===== src/rtl/core/ir_beacon_pulse_decoder_macros.svh =====
// ----------------------------------------------------------------------------
// IR beacon pulse decoder assertion macros
// Shared assertion forms used by the decoder's top-level RTL file.
// ----------------------------------------------------------------------------
`ifndef IR_BEACON_PULSE_DECODER_MACROS_SVH
`define IR_BEACON_PULSE_DECODER_MACROS_SVH

// Same-cycle implication, checked at every rising clock edge outside reset.
`define IRBPD_ASSERT_NOW(label, clk, rst, ante, cons, msg) \
   label: assert property (@(posedge clk) disable iff (rst) (ante) |-> (cons)) \
      else $error(msg);

// Next-cycle implication, checked at every rising clock edge outside reset.
`define IRBPD_ASSERT_NEXT(label, clk, rst, ante, cons, msg) \
   label: assert property (@(posedge clk) disable iff (rst) (ante) |=> (cons)) \
      else $error(msg);

`endif


===== src/rtl/core/irbpd_pkg.sv =====
`timescale 1ns / 1ps
// ----------------------------------------------------------------------------
// IR beacon pulse decoder package
// Request codes, register indexes, pulse timing limits and shared types.
// ----------------------------------------------------------------------------
package irbpd_pkg;

   // Request codes carried by req_type.
   localparam logic [1:0] REQ_EDGE     = 2'd0;
   localparam logic [1:0] REQ_OVERFLOW = 2'd1;
   localparam logic [1:0] REQ_TICK     = 2'd2;

   // Configuration register indexes.
   localparam logic [1:0] CSR_CODE_LEFT   = 2'd0;
   localparam logic [1:0] CSR_CODE_CENTER = 2'd1;
   localparam logic [1:0] CSR_CODE_RIGHT  = 2'd2;
   localparam logic [1:0] CSR_HOLD_TICKS  = 2'd3;

   // Pulse timing limits in 10 us units; all ranges are exclusive.
   localparam logic [32:0] LEADER_LOW_MIN  = 33'd700;
   localparam logic [32:0] LEADER_LOW_MAX  = 33'd1100;
   localparam logic [32:0] LEADER_HIGH_MIN = 33'd313;
   localparam logic [32:0] LEADER_HIGH_MAX = 33'd600;
   localparam logic [32:0] MARK_MIN        = 33'd10;
   localparam logic [32:0] MARK_MAX        = 33'd100;
   localparam logic [32:0] ZERO_CELL_MIN   = 33'd92;
   localparam logic [32:0] ZERO_CELL_MAX   = 33'd132;
   localparam logic [32:0] ONE_CELL_MIN    = 33'd205;
   localparam logic [32:0] ONE_CELL_MAX    = 33'd245;
   localparam logic [32:0] GAP_MIN         = 33'd5000;

   // Bits in one beacon byte, and overflow events that reset a channel.
   localparam logic [3:0] BYTE_BITS      = 4'd8;
   localparam logic [1:0] OVERFLOW_LIMIT = 2'd2;

   // Number of beacon sites per channel.
   localparam int SITES = 3;

   // Decoder phase of one channel.
   typedef enum logic [1:0] {
      PH_LEADER_LOW  = 2'd0,
      PH_LEADER_HIGH = 2'd1,
      PH_MARK        = 2'd2,
      PH_SPACE       = 2'd3
   } phase_type;

   // Configuration register contents.
   typedef struct packed {
      logic [7:0]  code_left;
      logic [7:0]  code_center;
      logic [7:0]  code_right;
      logic [15:0] hold_ticks;
   } cfg_type;

   // Event strobes for one channel, active in the cycle a transaction commits.
   typedef struct packed {
      logic edge_en;
      logic overflow_en;
      logic tick_en;
   } chan_event_type;

   // Next status of one channel after the committing transaction.
   typedef struct packed {
      logic [2:0] presence;
      logic       falling;
      logic       code_valid;
      logic [7:0] code_value;
   } chan_status_type;

endpackage


===== src/rtl/core/irbpd_csr.sv =====
`timescale 1ns / 1ps
// ----------------------------------------------------------------------------
// IR beacon pulse decoder configuration registers
// Holds the three beacon codes and the presence hold time.
// ----------------------------------------------------------------------------
module irbpd_csr (
   input  logic                 clock,
   input  logic                 reset,
   input  logic                 csr_valid,
   output logic                 csr_ready,
   input  logic [1:0]           csr_index,
   input  logic [15:0]          csr_data,
   output irbpd_pkg::cfg_type   cfg
);
   import irbpd_pkg::*;

   cfg_type cfg_ff;
   cfg_type cfg_in;

   // Writes are always accepted.
   assign csr_ready = 1'b1;

   // Register write decode.
   always_comb begin
      cfg_in = cfg_ff;
      if (csr_valid) begin
         case (csr_index)
            CSR_CODE_LEFT:   cfg_in.code_left   = csr_data[7:0];
            CSR_CODE_CENTER: cfg_in.code_center = csr_data[7:0];
            CSR_CODE_RIGHT:  cfg_in.code_right  = csr_data[7:0];
            CSR_HOLD_TICKS:  cfg_in.hold_ticks  = csr_data;
            default: begin
            end
         endcase
      end
   end

   // Register storage with reset values.
   always_ff @(posedge clock) begin
      if (reset) begin
         cfg_ff.code_left   <= 8'd1;
         cfg_ff.code_center <= 8'd2;
         cfg_ff.code_right  <= 8'd3;
         cfg_ff.hold_ticks  <= 16'd1000;
      end else begin
         cfg_ff <= cfg_in;
      end
   end

   assign cfg = cfg_ff;

endmodule


===== src/rtl/core/irbpd_chan.sv =====
`timescale 1ns / 1ps
// ----------------------------------------------------------------------------
// IR beacon pulse decoder channel
// Pulse width, leader and bit-cell decoding, code match, presence hold.
// ----------------------------------------------------------------------------
module irbpd_chan #(
   parameter int CAPTURE_BITS = 16
) (
   input  logic                         clock,
   input  logic                         reset,
   input  irbpd_pkg::chan_event_type    ev,
   input  logic [CAPTURE_BITS-1:0]      now,
   input  irbpd_pkg::cfg_type           cfg,
   output irbpd_pkg::chan_status_type   status
);
   import irbpd_pkg::*;

   localparam logic [CAPTURE_BITS-1:0] CAP_MASK = {CAPTURE_BITS{1'b1}};

   // Channel state.
   phase_type               phase_ff, phase_in;
   logic [7:0]              sb_ff, sb_in;
   logic [3:0]              bc_ff, bc_in;
   logic [6:0]              mark_ff, mark_in;
   logic [CAPTURE_BITS-1:0] last_ff, last_in;
   logic                    fall_ff, fall_in;
   logic [1:0]              ovf_ff, ovf_in;
   logic [2:0]              filt_ff, filt_in;
   logic [2:0]              pres_ff, pres_in;
   logic [15:0]             hold_ff [SITES];
   logic [15:0]             hold_in [SITES];
   logic [15:0]             hold_inc [SITES];

   // Derived values.
   logic [CAPTURE_BITS-1:0] width;
   logic [32:0]             w_x;
   logic [32:0]             total;
   logic                    first_capture;
   logic                    is_leader;
   logic                    is_gap;
   logic                    leader_high_ok;
   logic                    mark_ok;
   logic                    bit_zero;
   logic                    bit_one;
   logic [7:0]              sb_shift;
   logic [3:0]              bc_next;
   logic                    rejudge;
   logic                    byte_done;

   // Pulse width since the previous edge, wrapping at the capture counter.
   always_comb begin
      if (now >= last_ff) begin
         width = now - last_ff;
      end else begin
         width = (CAP_MASK - last_ff) + now;
      end
   end

   assign w_x   = 33'(width);
   assign total = 33'(mark_ff) + w_x;

   assign first_capture  = (phase_ff == PH_LEADER_LOW) && (last_ff == '0);
   assign is_leader      = (w_x > LEADER_LOW_MIN) && (w_x < LEADER_LOW_MAX);
   assign is_gap         = (w_x > GAP_MIN);
   assign leader_high_ok = (w_x > LEADER_HIGH_MIN) && (w_x < LEADER_HIGH_MAX);
   assign mark_ok        = (w_x > MARK_MIN) && (w_x < MARK_MAX);
   assign bit_zero       = (total > ZERO_CELL_MIN) && (total < ZERO_CELL_MAX);
   assign bit_one        = (total > ONE_CELL_MIN) && (total < ONE_CELL_MAX);
   assign sb_shift       = {sb_ff[6:0], bit_one};
   assign bc_next        = bc_ff + 4'd1;
   assign byte_done      = (bit_zero || bit_one) && (bc_next == BYTE_BITS);

   // Hold counter increments, one per site.
   always_comb begin
      for (int s = 0; s < SITES; s++) begin
         hold_inc[s] = hold_ff[s] + 16'd1;
      end
   end

   // Next state of the decoder, overflow handling and presence hold.
   always_comb begin
      phase_in = phase_ff;
      sb_in    = sb_ff;
      bc_in    = bc_ff;
      mark_in  = mark_ff;
      last_in  = last_ff;
      fall_in  = fall_ff;
      ovf_in   = ovf_ff;
      filt_in  = filt_ff;
      pres_in  = pres_ff;
      rejudge  = 1'b0;
      for (int s = 0; s < SITES; s++) begin
         hold_in[s] = hold_ff[s];
      end

      if (ev.edge_en) begin
         ovf_in  = '0;
         fall_in = ~fall_ff;
         last_in = now;
         if (!first_capture) begin
            case (phase_ff)
               PH_LEADER_LOW: begin
                  rejudge = 1'b1;
               end
               PH_LEADER_HIGH: begin
                  phase_in = leader_high_ok ? PH_MARK : PH_LEADER_LOW;
               end
               PH_MARK: begin
                  if (mark_ok) begin
                     phase_in = PH_SPACE;
                     mark_in  = width[6:0];
                  end else begin
                     rejudge = 1'b1;
                  end
               end
               PH_SPACE: begin
                  if (bit_zero || bit_one) begin
                     bc_in = bc_next;
                     if (byte_done) begin
                        // First matching code wins: left, then center, then right.
                        sb_in    = '0;
                        phase_in = PH_LEADER_LOW;
                        if (sb_shift == cfg.code_left) begin
                           filt_in = filt_ff | 3'b001;
                        end else if (sb_shift == cfg.code_center) begin
                           filt_in = filt_ff | 3'b010;
                        end else if (sb_shift == cfg.code_right) begin
                           filt_in = filt_ff | 3'b100;
                        end
                     end else begin
                        sb_in    = sb_shift;
                        phase_in = PH_MARK;
                     end
                  end else begin
                     // A bad cell still leaves the byte shifted by one, unless re-judged as a leader.
                     sb_in   = sb_shift;
                     rejudge = 1'b1;
                  end
               end
               default: begin
                  phase_in = PH_LEADER_LOW;
               end
            endcase

            // Idle judgement of the width: a leader starts a frame, a long gap
            // publishes the filter flags as presence.
            if (rejudge) begin
               phase_in = PH_LEADER_LOW;
               if (is_leader) begin
                  phase_in = PH_LEADER_HIGH;
                  sb_in    = '0;
                  bc_in    = '0;
               end else if (is_gap) begin
                  pres_in = filt_ff;
                  filt_in = '0;
               end
            end
         end
      end else if (ev.overflow_en) begin
         if (ovf_ff < OVERFLOW_LIMIT) begin
            ovf_in = ovf_ff + 2'd1;
            if (ovf_in == OVERFLOW_LIMIT) begin
               fall_in  = 1'b1;
               phase_in = PH_LEADER_LOW;
               pres_in  = '0;
               filt_in  = '0;
            end
         end
      end else if (ev.tick_en) begin
         for (int s = 0; s < SITES; s++) begin
            if (pres_ff[s]) begin
               if (hold_inc[s] >= cfg.hold_ticks) begin
                  hold_in[s] = '0;
                  pres_in[s] = 1'b0;
               end else begin
                  hold_in[s] = hold_inc[s];
               end
            end else begin
               hold_in[s] = '0;
            end
         end
      end
   end

   // Status toward the result register.
   always_comb begin
      status.presence   = pres_in;
      status.falling    = fall_in;
      status.code_valid = ev.edge_en && !first_capture && (phase_ff == PH_SPACE) && byte_done;
      status.code_value = status.code_valid ? sb_shift : 8'd0;
   end

   // State registers.
   always_ff @(posedge clock) begin
      if (reset) begin
         phase_ff <= PH_LEADER_LOW;
         sb_ff    <= '0;
         bc_ff    <= '0;
         mark_ff  <= '0;
         last_ff  <= '0;
         fall_ff  <= 1'b1;
         ovf_ff   <= '0;
         filt_ff  <= '0;
         pres_ff  <= '0;
         for (int s = 0; s < SITES; s++) begin
            hold_ff[s] <= '0;
         end
      end else begin
         phase_ff <= phase_in;
         sb_ff    <= sb_in;
         bc_ff    <= bc_in;
         mark_ff  <= mark_in;
         last_ff  <= last_in;
         fall_ff  <= fall_in;
         ovf_ff   <= ovf_in;
         filt_ff  <= filt_in;
         pres_ff  <= pres_in;
         for (int s = 0; s < SITES; s++) begin
            hold_ff[s] <= hold_in[s];
         end
      end
   end

endmodule


===== src/rtl/core/ir_beacon_pulse_decoder.sv =====
`timescale 1ns / 1ps
// ----------------------------------------------------------------------------
// IR beacon pulse decoder
// Multi-channel NEC-style infrared beacon decoder with presence hold.
// ----------------------------------------------------------------------------
// Usage:
// The req channel carries one event per transaction: a capture edge with its
// channel and timestamp, a capture counter overflow, or a millisecond tick.
// The rsp channel returns exactly one transaction per request: the presence
// flags of every channel and site, the expected polarity of each channel's
// next edge, and the byte of a code completed by this request, if any.
// The csr channel writes the beacon codes and the hold time; it is always
// ready and must only be used while the block is idle.
// A request passes through the input register and then the result register
// before its response is valid. Throughput: one request per cycle while
// responses are taken, set by the update of the per-channel state in the
// cycle a request commits.
// When rsp_ready is low the response is held and one further request is
// taken into the input register; req_ready then drops until the response
// is taken. Reset empties both registers, clears all channel state, sets
// every channel to expect a falling edge and loads default register values.
// ----------------------------------------------------------------------------
`include "ir_beacon_pulse_decoder_macros.svh"

module ir_beacon_pulse_decoder #(
   parameter int CHANNELS     = 4,
   parameter int CAPTURE_BITS = 16
) (
   input  logic                    clock,
   input  logic                    reset,
   // Request channel.
   input  logic                    req_valid,
   output logic                    req_ready,
   input  logic [1:0]              req_type,
   input  logic [1:0]              req_channel,
   input  logic [15:0]             req_capture_time,
   // Response channel.
   output logic                    rsp_valid,
   input  logic                    rsp_ready,
   output logic [3*CHANNELS-1:0]   rsp_present_flags,
   output logic [CHANNELS-1:0]     rsp_wait_falling,
   output logic                    rsp_code_valid,
   output logic [7:0]              rsp_code_value,
   // Configuration channel.
   input  logic                    csr_valid,
   output logic                    csr_ready,
   input  logic [1:0]              csr_index,
   input  logic [15:0]             csr_data
);
   import irbpd_pkg::*;

   // Input register.
   logic                    in_valid_ff;
   logic [1:0]              in_req_ff;
   logic [1:0]              in_chan_ff;
   logic [15:0]             in_time_ff;

   // Result register.
   logic                    rsp_valid_ff;
   logic [3*CHANNELS-1:0]   rsp_flags_ff;
   logic [CHANNELS-1:0]     rsp_fall_ff;
   logic                    rsp_code_valid_ff;
   logic [7:0]              rsp_code_value_ff;

   logic                    advance;
   logic [CAPTURE_BITS-1:0] now;
   logic [3*CHANNELS-1:0]   flags_next;
   logic [CHANNELS-1:0]     fall_next;
   logic                    code_valid_next;
   logic [7:0]              code_value_next;
   cfg_type                 cfg;
   chan_event_type          ev     [CHANNELS];
   chan_status_type         status [CHANNELS];

   // The input transaction commits when the result register is free or
   // being emptied in this cycle.
   assign advance   = in_valid_ff && (!rsp_valid_ff || rsp_ready);
   assign req_ready = !in_valid_ff || advance;
   assign now       = CAPTURE_BITS'(in_time_ff);

   // Configuration registers.
   irbpd_csr u_csr (
      .clock     (clock),
      .reset     (reset),
      .csr_valid (csr_valid),
      .csr_ready (csr_ready),
      .csr_index (csr_index),
      .csr_data  (csr_data),
      .cfg       (cfg)
   );

   // Per-channel decoders.
   for (genvar c = 0; c < CHANNELS; c++) begin : g_chan
      always_comb begin
         ev[c].edge_en     = advance && (in_req_ff == REQ_EDGE)
                             && (4'(in_chan_ff) == 4'(c));
         ev[c].overflow_en = advance && (in_req_ff == REQ_OVERFLOW);
         ev[c].tick_en     = advance && (in_req_ff == REQ_TICK);
      end

      irbpd_chan #(
         .CAPTURE_BITS (CAPTURE_BITS)
      ) u_chan (
         .clock  (clock),
         .reset  (reset),
         .ev     (ev[c]),
         .now    (now),
         .cfg    (cfg),
         .status (status[c])
      );

      assign flags_next[3*c +: 3] = status[c].presence;
      assign fall_next[c]         = status[c].falling;
   end

   // At most one channel completes a code per transaction.
   always_comb begin
      code_valid_next = 1'b0;
      code_value_next = 8'd0;
      for (int c = 0; c < CHANNELS; c++) begin
         code_valid_next = code_valid_next | status[c].code_valid;
         code_value_next = code_value_next | status[c].code_value;
      end
   end

   // Input register control.
   always_ff @(posedge clock) begin
      if (reset) begin
         in_valid_ff <= 1'b0;
      end else if (req_ready) begin
         in_valid_ff <= req_valid;
      end
   end

   // Input register payload.
   always_ff @(posedge clock) begin
      if (req_valid && req_ready) begin
         in_req_ff  <= req_type;
         in_chan_ff <= req_channel;
         in_time_ff <= req_capture_time;
      end
   end

   // Result register control.
   always_ff @(posedge clock) begin
      if (reset) begin
         rsp_valid_ff <= 1'b0;
      end else if (advance) begin
         rsp_valid_ff <= 1'b1;
      end else if (rsp_ready) begin
         rsp_valid_ff <= 1'b0;
      end
   end

   // Result register payload.
   always_ff @(posedge clock) begin
      if (advance) begin
         rsp_flags_ff      <= flags_next;
         rsp_fall_ff       <= fall_next;
         rsp_code_valid_ff <= code_valid_next;
         rsp_code_value_ff <= code_value_next;
      end
   end

   assign rsp_valid         = rsp_valid_ff;
   assign rsp_present_flags = rsp_flags_ff;
   assign rsp_wait_falling  = rsp_fall_ff;
   assign rsp_code_valid    = rsp_code_valid_ff;
   assign rsp_code_value    = rsp_code_value_ff;

   // Checks on the pipeline and the result contents.
   `IRBPD_ASSERT_NOW(a_code_zero_when_none, clock, reset, rsp_valid && !rsp_code_valid, rsp_code_value == 8'd0, "code byte set without a completed code")
   `IRBPD_ASSERT_NEXT(a_held_input_kept, clock, reset, in_valid_ff && rsp_valid_ff && !rsp_ready, in_valid_ff, "pending transaction lost while the response stalls")
   `IRBPD_ASSERT_NEXT(a_code_only_on_edge, clock, reset, advance && (in_req_ff != REQ_EDGE), !rsp_code_valid, "code reported for a non-edge transaction")
   `IRBPD_ASSERT_NOW(a_stall_means_full, clock, reset, !req_ready, in_valid_ff && rsp_valid_ff, "request stalled with a free stage")

endmodule


===== config.mk =====
export PLATFORM = sky130hd
export DESIGN_NAME = ir_beacon_pulse_decoder
export DESIGN_NICKNAME = d
export VERILOG_FILES = /design/src/rtl/core/irbpd_pkg.sv /design/src/rtl/core/irbpd_csr.sv /design/src/rtl/core/irbpd_chan.sv /design/src/rtl/core/ir_beacon_pulse_decoder.sv
export VERILOG_INCLUDE_DIRS = /design/src /design/src/rtl/core
export SDC_FILE = /design/constraint.sdc
export NUM_CORES = 2
export LEC_CHECK = 0
export ABC_CLOCK_PERIOD_IN_PS = 6300
export BUFFER_PORTS_ARGS = -buffer_cell sky130_fd_sc_hd__buf_2
export CORE_MARGIN = 4
export CORE_UTILIZATION = 25
export DETAILED_ROUTE_END_ITERATION = 10
export GPL_TIMING_DRIVEN = 0
export HOLD_SLACK_MARGIN = 0.03
export PLACE_DENSITY = 0.47
export SETUP_SLACK_MARGIN = 0.02
export SYNTH_ARGS = -nofsm -noshare
export SYNTH_HDL_FRONTEND = slang
export SYNTH_SLANG_ARGS = --single-unit

===== constraint.sdc =====
create_clock -name clock -period 6.3 [get_ports clock]
set_input_delay 0.315 -clock clock [delete_from_list [all_inputs] [get_ports clock]]
set_output_delay 0.315 -clock clock [all_outputs]
set_load 0.005 [all_outputs]

==> run_results.csv <==
group,metric,value,unit
sta,hold_violations,0,
clocking,cts_tree,"yes",
global_route,grt_pass1_wl,200.1,mm
sta,setup_violations,0,
sta,skew,0.04787,ns
pwr,power_frac_seq,0.380,
pwr,ir_drop,0.2486,mV
setup_path,crit_arrival,6.69,ns
sta,min_period_over_period,0.9833,
sta,setup_total_negative_slack,0,ns
finish,final_util,0.3024,
die,ios,71,
place,io_buffers,68,
die,start_util,0.2517,
synth,synth_edf_count,45,
die,rows,137,
finish,ff_latch_area,9639,µm²
pwr,p_comb_frac,0.182,
finish,fin_area,42190,µm²
place,hpwl,95.79,mm
detailed_routing,wire_per_inst,20.22,µm
die,die_w,382.8,µm
detailed_routing,wl_met3,6.871,mm
detailed_routing,wl_met2,59.16,mm
detailed_routing,highest_layer,"met5",
clocking,insertion_delay,0.69,ns
synth,yosysMostFrequentCell,"nand2_1",
clocking,cts.sinks,459,
pwr,p_switching,2.464,mW
pwr,p_clk_frac,0.438,
sta,fin_crit,6.195,ns
finish,multiInputGateArea,24720,µm²
global_route,grt_pass1_vias,32642,
clocking,cts_buffers,56,
hold_path,hold_path.class,"in -> reg",
setup_path,crit_fanout,10,
place,gp_congestion,0.8850,
sta,fmax,161.4,MHz
setup_path,critical_path_class,"reg -> reg",
detailed_routing,vias,34484,
sta,holdWs,0.1083,ns
synth,yosysTopAreaCell,"dfxtp_1",
synth,async_reset_ff_frac,0,
synth,syn_nets,4784,
detailed_routing,first_pass_iters,6,
pwr,p_sw_frac,0.3108,
detailed_routing,drc,0,
detailed_routing,final_antenna_net_count,0,
detailed_routing,via_per_inst,5.217,
synth,synth_common_cells,"nand2_1, dfxtp_1, a21oi_1",
global_route,grt_start_max_net_pins,21,
setup_path,critPathLaunchType,"flip-flop",
detailed_routing,dr.first_iter.drc_count,2760,
synth,ys_seq_elements,459,
clocking,clockBufferDepth,3,
setup_path,cp-end-kind,"flip-flop",
detailed_routing,drt_wl_total,133.7,mm
pwr,p_leak,16.93,nW
pwr,cellInternalPower,5.464,mW
synth,synthCells,4417,
global_route,grt_overflow,0,
synth,synth_top_area_frac,0.2359,
finish,drive_gt1_frac,0.1061,
sta,slew_viol_final,0,
place,dpl-instance-area,37870,µm²
finish,nets,5051,
finish,area_growth_syn_to_layout,20.12,%
synth,yosysUniqueCellTypes,99,
sta,grt_setup_unrepaired,"yes",
sta,tightest_slew,1.418,ns
run,max_cap_viol_count,0,
synth,ys.flop_type,"dfxtp_1",
detailed_routing,met1Wirelength,64.27,mm
clocking,h-tree-depth,2,
clocking,cts_root_buf,"clkbuf_16",
die,core_area,139500,µm²
clocking,path_clk_slew,0.06,ns
global_route,antenna_found_initial,7,
finish,nFillCells,14930,
global_route,grtUsageTotal,0.1743,
synth,syn_avg_cell_area,7.952,µm²
pwr,power,7.928,mW
die,die_height,382.8,µm
synth,ys_warn_count,0,
pwr,power_density,187.9,nW/µm²
setup_path,required,6.80,ns
synth,yosysSeqAreaShare,0.2744,
die,dieArea,146600,µm²
synth,syn-cell-area,35130,µm²
outcome,status,"finished, final reports clean",
sta,slew_headroom,0.05487,
synth,ys_top_cells_by_area,"dfxtp_1, ha_1, a21oi_1, nand2_1, xnor2_1",
per-stage QoR:
stage | worst slack, ns | instances
final | 0.1052 | 6610
after global routing | -0.1416 | 6609
after CTS | 0.03035 | 6566
after detailed placement | -1.727 | 6362
after global placement | -1.800 | 6361
after floorplan | 0.02620 | 4417
per-layer routing:
layer / vias to the layer above / GRT usage
met5: - / 0
met4: 2 / 0.04849
met3: 171 / 0.01919
met2: 890 / 0.2802
met1: 16720 / 0.2463
li1: 16701 / -
registers in the layout, summed over array words and instances (netlist names), 12 cells and up:
| signal | cells |
|---|---|
| g_chan.u_chan.hold_ff | 192 |
| g_chan.u_chan.last_ff | 64 |
| u_csr.cfg | 40 |
| g_chan.u_chan.mark_ff | 28 |
| g_chan.u_chan.sb_ff | 28 |
| g_chan.u_chan.bc_ff | 16 |
| in_time_ff | 16 |
| g_chan.u_chan.filt_ff | 12 |
| g_chan.u_chan.pres_ff | 12 |
| rsp_present_flags | 12 |
power groups by stage:
stage               combinational [mW]  clock (mW)  sequential [mW]
floorplan                        0.821           0             3.07
global placement                  1.20           0             3.10
detailed placement                1.21           0             3.10
CTS                               1.34        3.56             3.01
global route                      1.56        3.66             3.01
finish                            1.44        3.47             3.01
cell families (layout without fill, tap and decap cells):
logic type,after synthesis,count (layout),synth area share
other,1,3,0.0001068
multiplexers,70,70,0.02030
XOR/XNOR,333,333,0.08342
buffers and inverters,477,792,0.05165
AND/OR/NAND/NOR,1523,1523,0.2169
AO/OA/AOI/OAI,1230,1230,0.2352
adder cells (fa/ha/maj),324,324,0.1180
flip-flops,459,459,0.2744
critical path, stage by stage, from the launching register on:
cell and delay, ns:
edfxtp_1 0.37, buf_6 0.15, clkinvlp_4 0.14, buf_6 0.14, ha_2 0.18, inv_1 0.06, fa_2 0.37, nand3_2 0.09
a21boi_2 0.09, o31a_1 0.39, nor2_4 0.26, nor2_1 0.10, a21oi_2 0.15, buf_4 0.17, fa_2 0.21, a21o_1 0.16
a21oi_4 0.09, o21a_1 0.22, buf_4 0.14, o21bai_4 0.18, o31a_1 0.18, or4b_1 0.46, o211a_4 0.27, a211o_1 0.32
or4_4 0.56, buf_8 0.17, o32ai_1 0.14, a221o_1 0.23
cells in the final DEF, fill, tap and decap left out, types with 45 or more instances in the layout:
cell       count
and3_1       114
xor2_1       148
edfxtp_1      45
a21o_1       155
clkbuf_16     57
nor4_1        56
nand2_1      455
dfxtp_1      414
nor2_1       235
inv_1        223
ha_1         297
nand3_1      201
mux2i_1       56
nand4_1       53
buf_4        104
nand2b_1      60
o21ai_0      135
a21oi_1      377
xnor2_1      169
buf_2         78
nor3_1        94
clkbuf_1     189
repair_timing:
item | CTS | global route
gates resized for setup | 93 | 130
pin swaps | 22 | 61
endpoints found under the setup margin | 69 | 58
hold buffers | 39 | 0
buffers inserted | 65 | 52
endpoints found under the hold margin | 62 | 0
cloned | 0 | 1
final timing paths:
check,from,to,slack (ns),depth (start not counted)
worst min-delay path,csr_index[0],u_csr.cfg[21],0.11,4
worst min register to register,g_chan[0].u_chan.last_ff[6],g_chan[0].u_chan.last_ff[6],0.46,2
worst max register to register,in_time_ff[0],rsp_code_value[3],0.11,27
worst max-delay path,in_time_ff[0],rsp_code_value[3],0.11,27
area by class of cell:
cell class | instances | area share
diodes | 2 | 0.0001186
plain buffers | 229 | 0.02185
clock buffers | 64 | 0.03466
clock inverters | 42 | 0.01094
inverters | 231 | 0.02079
multi-input cells | 3481 | 0.5859
flip-flops and latches | 459 | 0.2284
well taps | 1876 | 0.05563
repair buffers | 226 | 0.04163
Note: power is estimated with default switching activity, not from simulation.
